File: src/wsa_pkg.sv
package wsa_pkg;

  // window depth and field widths
  localparam int WINDOW  = 300;
  localparam int CNT_W   = 8;
  localparam int TIRE_W  = 10;
  localparam int SPEED_W = 20;
  localparam int CFG_IDX_W = 8;

  // ring pointer, sample count and running sum widths
  localparam int PTR_W  = $clog2(WINDOW);
  localparam int SAMP_W = $clog2(WINDOW + 1);
  localparam int SUM_W  = $clog2(WINDOW * (2 ** CNT_W - 1) + 1);

  // speed scale: km/h = S*T*18 / (5*n), mph = S*T*180000 / (80467*n)
  localparam int K_W = 18;
  localparam int D_W = 17;
  localparam logic [K_W-1:0] K_METRIC = K_W'(18);
  localparam logic [D_W-1:0] D_METRIC = D_W'(5);
  localparam logic [K_W-1:0] K_MPH    = K_W'(180000);
  localparam logic [D_W-1:0] D_MPH    = D_W'(80467);

  // datapath widths of the speed unit
  localparam int PROD_W = SUM_W + TIRE_W;
  localparam int NUM_W  = PROD_W + K_W;
  localparam int DEN_W  = SAMP_W + D_W;
  localparam int STEP_W = $clog2(SPEED_W);

  localparam logic [SPEED_W-1:0] SPEED_MAX = '1;

  // request types on the input channel
  localparam logic REQ_ADD    = 1'b0;
  localparam logic REQ_REPORT = 1'b1;

  // configuration register indexes
  localparam logic [CFG_IDX_W-1:0] CFG_TIRE_SIZE   = CFG_IDX_W'(0);
  localparam logic [CFG_IDX_W-1:0] CFG_METRIC_MODE = CFG_IDX_W'(1);

  // window status toward the sequencer
  typedef struct packed {
    logic [SUM_W-1:0]  recent_sum;
    logic [SUM_W-1:0]  window_sum;
    logic [SAMP_W-1:0] samples;
  } wnd_status_t;

  // speed unit request
  typedef struct packed {
    logic              start;
    logic [SUM_W-1:0]  sum;
    logic [SAMP_W-1:0] n;
  } spd_req_t;

  // speed unit response
  typedef struct packed {
    logic               done;
    logic [SPEED_W-1:0] speed;
  } spd_rsp_t;

endpackage

File: src/wsa_window.sv
module wsa_window (
  input  logic                      clk,
  input  logic                      rst_n,
  input  logic                      add_i,
  input  logic [wsa_pkg::CNT_W-1:0] count_i,
  output wsa_pkg::wnd_status_t      status_o
);

  logic [wsa_pkg::CNT_W-1:0]  count_ring_r [wsa_pkg::WINDOW];
  logic [wsa_pkg::CNT_W-1:0]  rd_data_r;
  logic [wsa_pkg::CNT_W-1:0]  cnt_r;
  logic                       upd_r;
  logic [wsa_pkg::PTR_W-1:0]  ptr_r, ptr_nxt;
  logic [wsa_pkg::SAMP_W-1:0] samples_r, samples_nxt;
  logic [wsa_pkg::SUM_W-1:0]  sum_r, sum_nxt;
  logic [wsa_pkg::CNT_W-1:0]  rec0_r, rec1_r, rec2_r;
  logic                       full;

  // ring memory: read the oldest slot on add, write the new count in the cycle after
  always_ff @(posedge clk) begin
    if (add_i) begin
      rd_data_r <= count_ring_r[ptr_r];
      cnt_r     <= count_i;
    end
    if (upd_r) begin
      count_ring_r[ptr_r] <= cnt_r;
    end
  end

  // next sum, sample count and pointer
  always_comb begin
    full        = (samples_r == wsa_pkg::SAMP_W'(wsa_pkg::WINDOW));
    samples_nxt = full ? samples_r : samples_r + wsa_pkg::SAMP_W'(1);
    sum_nxt     = sum_r + wsa_pkg::SUM_W'(cnt_r);
    if (full) begin
      sum_nxt = sum_nxt - wsa_pkg::SUM_W'(rd_data_r);
    end
    ptr_nxt = (ptr_r == wsa_pkg::PTR_W'(wsa_pkg::WINDOW - 1)) ? '0
                                                              : ptr_r + wsa_pkg::PTR_W'(1);
  end

  // window state update
  always_ff @(posedge clk) begin
    if (!rst_n) begin
      upd_r     <= 1'b0;
      ptr_r     <= '0;
      samples_r <= '0;
      sum_r     <= '0;
      rec0_r    <= '0;
      rec1_r    <= '0;
      rec2_r    <= '0;
    end else begin
      upd_r <= add_i;
      if (upd_r) begin
        ptr_r     <= ptr_nxt;
        samples_r <= samples_nxt;
        sum_r     <= sum_nxt;
        rec2_r    <= rec1_r;
        rec1_r    <= rec0_r;
        rec0_r    <= cnt_r;
      end
    end
  end

  assign status_o.recent_sum = wsa_pkg::SUM_W'(rec0_r) + wsa_pkg::SUM_W'(rec1_r)
                             + wsa_pkg::SUM_W'(rec2_r);
  assign status_o.window_sum = sum_r;
  assign status_o.samples    = samples_r;

endmodule

File: src/wsa_speed.sv
module wsa_speed (
  input  logic                       clk,
  input  logic                       rst_n,
  input  logic [wsa_pkg::TIRE_W-1:0] tire_i,
  input  logic                       metric_i,
  input  wsa_pkg::spd_req_t          req_i,
  output wsa_pkg::spd_rsp_t          rsp_o
);

  typedef enum logic [5:0] {
    S_IDLE = 6'b000001,
    S_MUL1 = 6'b000010,
    S_MUL2 = 6'b000100,
    S_CHK  = 6'b001000,
    S_DIV  = 6'b010000,
    S_DONE = 6'b100000
  } spd_state_t;

  spd_state_t                  state_r;
  logic [wsa_pkg::SUM_W-1:0]   sum_r;
  logic [wsa_pkg::SAMP_W-1:0]  n_r;
  logic [wsa_pkg::K_W-1:0]     k_r;
  logic [wsa_pkg::D_W-1:0]     d_r;
  logic [wsa_pkg::PROD_W-1:0]  prod_r;
  logic [wsa_pkg::NUM_W-1:0]   num_r;
  logic [wsa_pkg::DEN_W-1:0]   den_r;
  logic [wsa_pkg::DEN_W-1:0]   rem_r;
  logic [wsa_pkg::SPEED_W-1:0] lo_r;
  logic [wsa_pkg::SPEED_W-1:0] q_r;
  logic [wsa_pkg::STEP_W-1:0]  step_r;
  logic [wsa_pkg::NUM_W-1:0]   hi_ext;
  logic [wsa_pkg::DEN_W:0]     trial;
  logic [wsa_pkg::DEN_W:0]     diff;
  logic                        take;

  // quotient overflow check and one restoring-divide step
  always_comb begin
    hi_ext = num_r >> wsa_pkg::SPEED_W;
    trial  = {rem_r, lo_r[wsa_pkg::SPEED_W-1]};
    diff   = trial - {1'b0, den_r};
    take   = (trial >= {1'b0, den_r});
  end

  // sequencer over multiply, check and shift-subtract divide
  always_ff @(posedge clk) begin
    if (!rst_n) begin
      state_r <= S_IDLE;
    end else begin
      case (state_r)
        S_IDLE: begin
          if (req_i.start) begin
            state_r <= S_MUL1;
          end
        end
        S_MUL1:  state_r <= S_MUL2;
        S_MUL2:  state_r <= S_CHK;
        S_CHK: begin
          state_r <= (hi_ext >= wsa_pkg::NUM_W'(den_r)) ? S_DONE : S_DIV;
        end
        S_DIV: begin
          if (step_r == wsa_pkg::STEP_W'(wsa_pkg::SPEED_W - 1)) begin
            state_r <= S_DONE;
          end
        end
        S_DONE:  state_r <= S_IDLE;
        default: state_r <= S_IDLE;
      endcase
    end
  end

  // datapath registers
  always_ff @(posedge clk) begin
    case (state_r)
      S_IDLE: begin
        sum_r <= req_i.sum;
        n_r   <= req_i.n;
        k_r   <= metric_i ? wsa_pkg::K_METRIC : wsa_pkg::K_MPH;
        d_r   <= metric_i ? wsa_pkg::D_METRIC : wsa_pkg::D_MPH;
      end
      S_MUL1: begin
        prod_r <= wsa_pkg::PROD_W'(sum_r) * wsa_pkg::PROD_W'(tire_i);
        den_r  <= wsa_pkg::DEN_W'(n_r) * wsa_pkg::DEN_W'(d_r);
      end
      S_MUL2: begin
        num_r <= wsa_pkg::NUM_W'(prod_r) * wsa_pkg::NUM_W'(k_r);
      end
      S_CHK: begin
        rem_r  <= hi_ext[wsa_pkg::DEN_W-1:0];
        lo_r   <= num_r[wsa_pkg::SPEED_W-1:0];
        step_r <= '0;
        q_r    <= wsa_pkg::SPEED_MAX;
      end
      S_DIV: begin
        rem_r  <= take ? diff[wsa_pkg::DEN_W-1:0] : trial[wsa_pkg::DEN_W-1:0];
        lo_r   <= {lo_r[wsa_pkg::SPEED_W-2:0], 1'b0};
        q_r    <= {q_r[wsa_pkg::SPEED_W-2:0], take};
        step_r <= step_r + wsa_pkg::STEP_W'(1);
      end
      default: begin
      end
    endcase
  end

  assign rsp_o.done  = (state_r == S_DONE);
  assign rsp_o.speed = q_r;

endmodule

File: src/wheel_speed_window_averager.sv
// channel | direction | handshake             | payload
// in_     | input     | in_valid / in_stall   | in_req_type, in_pulse_count
// out_    | output    | out_valid / out_stall | out_current_speed, out_average_speed
// cfg_    | input     | cfg_valid / cfg_ready | cfg_index, cfg_data
//
// an add transaction does one ring read, then the window update
// a report runs the shared multiply/divide unit for the recent mean, then for the window mean
// if it is not empty (two multiplies, overflow check, 20 divide steps unless it saturates)
// rst_n is synchronous; the ring holds no reset, the window counters and sums clear
// in_stall is high while an item is in work; a result waits in the output
// register under out_stall while the next transaction is accepted
module wheel_speed_window_averager (
  input  logic                          clk,
  input  logic                          rst_n,
  input  logic                          in_valid,
  output logic                          in_stall,
  input  logic                          in_req_type,
  input  logic [wsa_pkg::CNT_W-1:0]     in_pulse_count,
  output logic                          out_valid,
  input  logic                          out_stall,
  output logic [wsa_pkg::SPEED_W-1:0]   out_current_speed,
  output logic [wsa_pkg::SPEED_W-1:0]   out_average_speed,
  input  logic                          cfg_valid,
  output logic                          cfg_ready,
  input  logic [wsa_pkg::CFG_IDX_W-1:0] cfg_index,
  input  logic [wsa_pkg::TIRE_W-1:0]    cfg_data
);

  typedef enum logic [6:0] {
    T_IDLE     = 7'b0000001,
    T_ADD      = 7'b0000010,
    T_CUR_GO   = 7'b0000100,
    T_CUR_WAIT = 7'b0001000,
    T_AVG_GO   = 7'b0010000,
    T_AVG_WAIT = 7'b0100000,
    T_OUT      = 7'b1000000
  } top_state_t;

  top_state_t                  state_r;
  logic [wsa_pkg::TIRE_W-1:0]  tire_r;
  logic                        metric_r;
  logic [wsa_pkg::SPEED_W-1:0] cur_r, avg_r;
  logic [wsa_pkg::SPEED_W-1:0] out_cur_r, out_avg_r;
  logic                        out_valid_r;
  logic                        in_acc;
  logic                        out_free;
  wsa_pkg::wnd_status_t        wnd_status;
  wsa_pkg::spd_req_t           spd_req;
  wsa_pkg::spd_rsp_t           spd_rsp;

  assign in_stall  = (state_r != T_IDLE);
  assign in_acc    = in_valid && !in_stall;
  assign out_free  = !out_valid_r || !out_stall;
  assign cfg_ready = 1'b1;

  // configuration registers
  always_ff @(posedge clk) begin
    if (!rst_n) begin
      tire_r   <= '0;
      metric_r <= 1'b1;
    end else if (cfg_valid && cfg_ready) begin
      case (cfg_index)
        wsa_pkg::CFG_TIRE_SIZE:   tire_r   <= cfg_data;
        wsa_pkg::CFG_METRIC_MODE: metric_r <= cfg_data[0];
        default: begin
        end
      endcase
    end
  end

  wsa_window u_window (
    .clk      (clk),
    .rst_n    (rst_n),
    .add_i    (in_acc && (in_req_type == wsa_pkg::REQ_ADD)),
    .count_i  (in_pulse_count),
    .status_o (wnd_status)
  );

  // speed unit request: recent mean first, then window mean
  always_comb begin
    spd_req.start = (state_r == T_CUR_GO)
                 || ((state_r == T_AVG_GO) && (wnd_status.samples != '0));
    spd_req.sum   = (state_r == T_CUR_GO) ? wnd_status.recent_sum : wnd_status.window_sum;
    spd_req.n     = (state_r == T_CUR_GO) ? wsa_pkg::SAMP_W'(3) : wnd_status.samples;
  end

  wsa_speed u_speed (
    .clk      (clk),
    .rst_n    (rst_n),
    .tire_i   (tire_r),
    .metric_i (metric_r),
    .req_i    (spd_req),
    .rsp_o    (spd_rsp)
  );

  // transaction sequencer
  always_ff @(posedge clk) begin
    if (!rst_n) begin
      state_r <= T_IDLE;
    end else begin
      case (state_r)
        T_IDLE: begin
          if (in_acc) begin
            state_r <= (in_req_type == wsa_pkg::REQ_REPORT) ? T_CUR_GO : T_ADD;
          end
        end
        T_ADD:    state_r <= T_IDLE;
        T_CUR_GO: state_r <= T_CUR_WAIT;
        T_CUR_WAIT: begin
          if (spd_rsp.done) begin
            state_r <= T_AVG_GO;
          end
        end
        T_AVG_GO: begin
          state_r <= (wnd_status.samples != '0) ? T_AVG_WAIT : T_OUT;
        end
        T_AVG_WAIT: begin
          if (spd_rsp.done) begin
            state_r <= T_OUT;
          end
        end
        T_OUT: begin
          if (out_free) begin
            state_r <= T_IDLE;
          end
        end
        default: state_r <= T_IDLE;
      endcase
    end
  end

  // captured speeds
  always_ff @(posedge clk) begin
    if ((state_r == T_CUR_WAIT) && spd_rsp.done) begin
      cur_r <= spd_rsp.speed;
    end
    if (state_r == T_AVG_GO) begin
      avg_r <= '0;
    end else if ((state_r == T_AVG_WAIT) && spd_rsp.done) begin
      avg_r <= spd_rsp.speed;
    end
    if ((state_r == T_OUT) && out_free) begin
      out_cur_r <= cur_r;
      out_avg_r <= avg_r;
    end
  end

  // output register valid
  always_ff @(posedge clk) begin
    if (!rst_n) begin
      out_valid_r <= 1'b0;
    end else if ((state_r == T_OUT) && out_free) begin
      out_valid_r <= 1'b1;
    end else if (!out_stall) begin
      out_valid_r <= 1'b0;
    end
  end

  assign out_valid         = out_valid_r;
  assign out_current_speed = out_cur_r;
  assign out_average_speed = out_avg_r;

endmodule
File: config.mk
export PLATFORM = sky130hd
export DESIGN_NAME = wheel_speed_window_averager
export DESIGN_NICKNAME = d
export VERILOG_FILES = /design/src/wsa_pkg.sv /design/src/wsa_window.sv /design/src/wsa_speed.sv /design/src/wheel_speed_window_averager.sv
export SDC_FILE = /design/constraint.sdc
export NUM_CORES = 2
export LEC_CHECK = 0
export ABC_AREA = 1
export BUFFER_PORTS_ARGS = -buffer_cell sky130_fd_sc_hd__buf_2
export CORE_MARGIN = 2
export CORE_UTILIZATION = 50
export CTS_BUF_LIST = sky130_fd_sc_hd__clkbuf_8
export DETAILED_ROUTE_END_ITERATION = 8
export PLACE_DENSITY = 0.64
export SYNTH_ARGS = -nofsm -noshare
export SYNTH_HDL_FRONTEND = slang
export SYNTH_SLANG_ARGS = --single-unit
export TNS_END_PERCENT = 50
File: constraint.sdc
create_clock -name clk -period 6.6 [get_ports clk]
set_input_delay 0.66 -clock clk [delete_from_list [all_inputs] [get_ports clk]]
set_output_delay 0.66 -clock clk [all_outputs]
set_load 0.02 [all_outputs]
==> run_results.csv <==
group,metric,value,unit
outcome,outcome,"completed",
setup_path,cp_max_fo,10,
clock_tree,cts_sinks,2776,
finish,area_delta_synth_final,8.70,%
placement,dpl.cell_count,14900,
sta,setup_ws,0.410,ns
setup_path,worstPathCellList,"buf_4 > nand2_1 > o21ai_0 > inv_1 > ha_1 > or2_2 > fa_1 > fa_1 > fa_1 > fa_1 > inv_1 > fa_1 > inv_1 > ha_1 > nand2_1 > nor2_1 > inv_1 > nor3_1 > inv_1 > o21ai_0 > a31oi_1 > xnor2_1",
sta,rsz0062_at_grt,"false",
drt,final_antenna_net_count,0,
pwr,irDropWorstVdd,1.46,mV
flow_run,cap_viol_max_count,0,
finish,drive_above_1_share,6.74,%
die,rows,188,
logic_synthesis,synth-seq-cells,2776,
placement,io_buffers,73,
logic_synthesis,yosysSeqAreaShare,62.3,%
die,die_w,518,µm
setup_path,endpoint_kind,"register",
worst_hold_path,hold_path.class,"primary input to register",
clock_tree,cts_htree_levels,5,
die,pin_count,75,
finish,instances_no_fill,15700,
placement,place_ws,0.104,ns
logic_synthesis,synth_cell_type_count,58,
logic_synthesis,yosysWarnings,0,
sta,maxSlewViolCount,0,
pwr,power,56.5,mW
grt,overflow,0,
grt,grt_max_degree,204,
sta,worst_slew_pin_slew,1.16,ns
setup_path,critPathArrivalTime,6.96,ns
setup_path,crit_path_max_incr_delay,0.57,ns
setup_path,cp_slowest_cell,"fa_1",
sta,tns,0,ns
sta,max_freq,0.162,GHz
setup_path,path_class,"register to register",
grt,grt_pass1_wl,533000,µm
clock_tree,numCtsBuffers,441,
clock_tree,clockRootBuffer,"clkbuf_8",
sta,skew,0.125,ns
clock_tree,cts_tree,"yes",
drt,first_iter_violations,9336,
finish,design_area,144000,µm²
sta,setup_violations,0,
logic_synthesis,syn-cell-area,132000,µm²
grt,track_usage,25.7,%
die,core,263000,µm²
die,die_h,518,µm
grt,antenna_found_initial,9,
logic_synthesis,synthesis.nets,12600,
drt,drtPass1Iterations,6,
setup_path,cp_top_family,"adder cells",
clock_tree,clock_path_buffers,4,
setup_path,crit_required,7.37,ns
grt,grt_pass1_vias,88600,
finish,fin_nets,12700,
pwr,power_density,394,nW/µm²
finish,post-route-util,54.7,%
clock_tree,cts.clk_slew.worst_paths,0.06,ns
placement,gp_congestion,0.875,
logic_synthesis,ys.flop_type,"edfxtp_1",
logic_synthesis,syn_inst,11800,
pwr,p_leak,55.1,nW
finish,layout_commonest_cell,"edfxtp_1",
sta,post-route-min-period,6.19,ns
die,die_area,268000,µm²
finish,layout_common_cells,"edfxtp_1 (2671), nor2_1 (2026), nand2_1 (1720)",
sta,final.period_utilization,93.8,%
drt,drc,0,
clock_tree,clk_latency,1.13,ns
placement,place_area,135000,µm²
drt,drt_wl_total,353000,µm
setup_path,start_kind,"register",
drt,routed_via_density,5.68,
placement,hpwl,213000,µm
setup_path,path_buf_inv,6,
sta,holdWs,0.166,ns
logic_synthesis,synth_edf_count,2671,
drt,wl_per_cell,22.5,µm
sta,max_slew_margin,22.6,%
logic_synthesis,syn_avg_cell_area,11.2,µm²
sta,hold_viol,0,
drt,num_vias,89400,
die,start_util,50.3,%
logic_synthesis,async_flop_share,0,%
[cell type report]
cell class | instances | area, µm²
sequential | 2776 | 82300
inverter | 1048 | 3980
timing repair buffer | 228 | 1930
multi-input combinational | 7366 | 42800
clock buffer | 446 | 6140
clock inverter | 354 | 2010
antenna | 4 | 10.0
tap | 3515 | 4400
fill | 22400 | 119000
[layer usage]
layer	vias up	wire length [µm]	GRT usage [%]
met3	778	27000	3.87
li1	40800	-	-
met4	10	14800	10.9
met2	3743	171000	42.8
met1	44000	141000	33.7
met5	-	58	0
[logic make-up (layout without fill, tap and decap cells)]
kind of cell / Yosys count / in the layout / synth area share [%]
buffers and inverters: 1655 / 2076 / 5.41
AO/OA/AOI/OAI: 2298 / 2298 / 9.40
other: 1 / 5 / 0.00284
AND/OR/NAND/NOR: 4133 / 4133 / 12.3
XOR/XNOR: 125 / 125 / 0.829
adder cells (fa/ha/maj): 809 / 809 / 9.76
flip-flops: 2776 / 2776 / 62.3
[state kept, by name, indices dropped and copies added (netlist names), 20 cells and up]
name                   cells
avg_r                     20
u_speed.den_r             26
u_speed.prod_r            27
cur_r                     20
u_speed.rem_r             26
out_average_speed         20
u_speed.num_r             44
u_speed.q_r               20
out_current_speed         20
u_window.count_ring_r   2400
[power breakdown]
part | switching (mW) | total (mW) | internal, mW | leakage [nW]
combinational | 14.0 | 22.0 | 7.96 | 25.7
sequential | 0.181 | 20.7 | 20.5 | 24.8
clock | 6.89 | 13.8 | 6.94 | 4.63
[cell usage after synthesis, drive strengths merged (3+ instances only)]
master	instances	area (µm²)
a211oi	16	125
a21boi	7	52.6
a21o	18	135
a21oi	218	1090
a22o	5	43.8
a31oi	13	81.3
and2	4	25.0
buf	335	2190
clkbuf	272	1020
clkinv	6	22.5
dfxtp	105	2100
edfxtp	2671	80200
fa	369	7390
ha	440	5510
inv	1042	3910
nand2	1738	6530
nand3	161	811
nand4	106	663
nor2	2040	7670
nor3	43	230
nor3b	4	30.0
nor4	16	106
o211ai	14	110
o21a	12	90.1
o21ai	1486	7440
o21bai	15	113
o22ai	481	3010
o31ai	3	22.5
or2	20	125
xnor2	45	394
xor2	80	701
[worst register-to-register path: stages (launching register included)]
cell and delay, ns:
edfxtp_1 0.34, buf_4 0.15, nand2_1 0.21, o21ai_0 0.38
inv_1 0.09, ha_1 0.20, or2_2 0.30, fa_1 0.52
fa_1 0.57, fa_1 0.43, fa_1 0.49, inv_1 0.05
fa_1 0.48, inv_1 0.04, ha_1 0.37, nand2_1 0.11
nor2_1 0.12, inv_1 0.06, nor3_1 0.13, inv_1 0.05
o21ai_0 0.50, a31oi_1 0.21, xnor2_1 0.17
[repair_timing]
| action | 4_1_cts | 5_1_grt |
|---|---|---|
| gates resized for setup | 0 | 4 |
| endpoints found under the setup margin | 0 | 14 |
| hold buffers | 23 | 0 |
| endpoints found under the hold margin | 24 | 0 |
| buffers inserted | 0 | 11 |
[final timing paths]
check,slack [ns],cells after the start,startpoint,endpoint
hold / removal,0.17,4,rst_n,u_window.rec0_r[5]$_SDFFE_PN0P_
hold reg to reg,0.41,0,cur_r[9]$_DFFE_PP_,out_current_speed[9]$_DFFE_PP_
setup reg to reg,0.41,22,u_speed.d_r[13]$_DFFE_PP_,u_speed.num_r[34]$_DFFE_PP_
setup / recovery,0.41,22,u_speed.d_r[13]$_DFFE_PP_,u_speed.num_r[34]$_DFFE_PP_
Power figures use the tool's default switching activity.
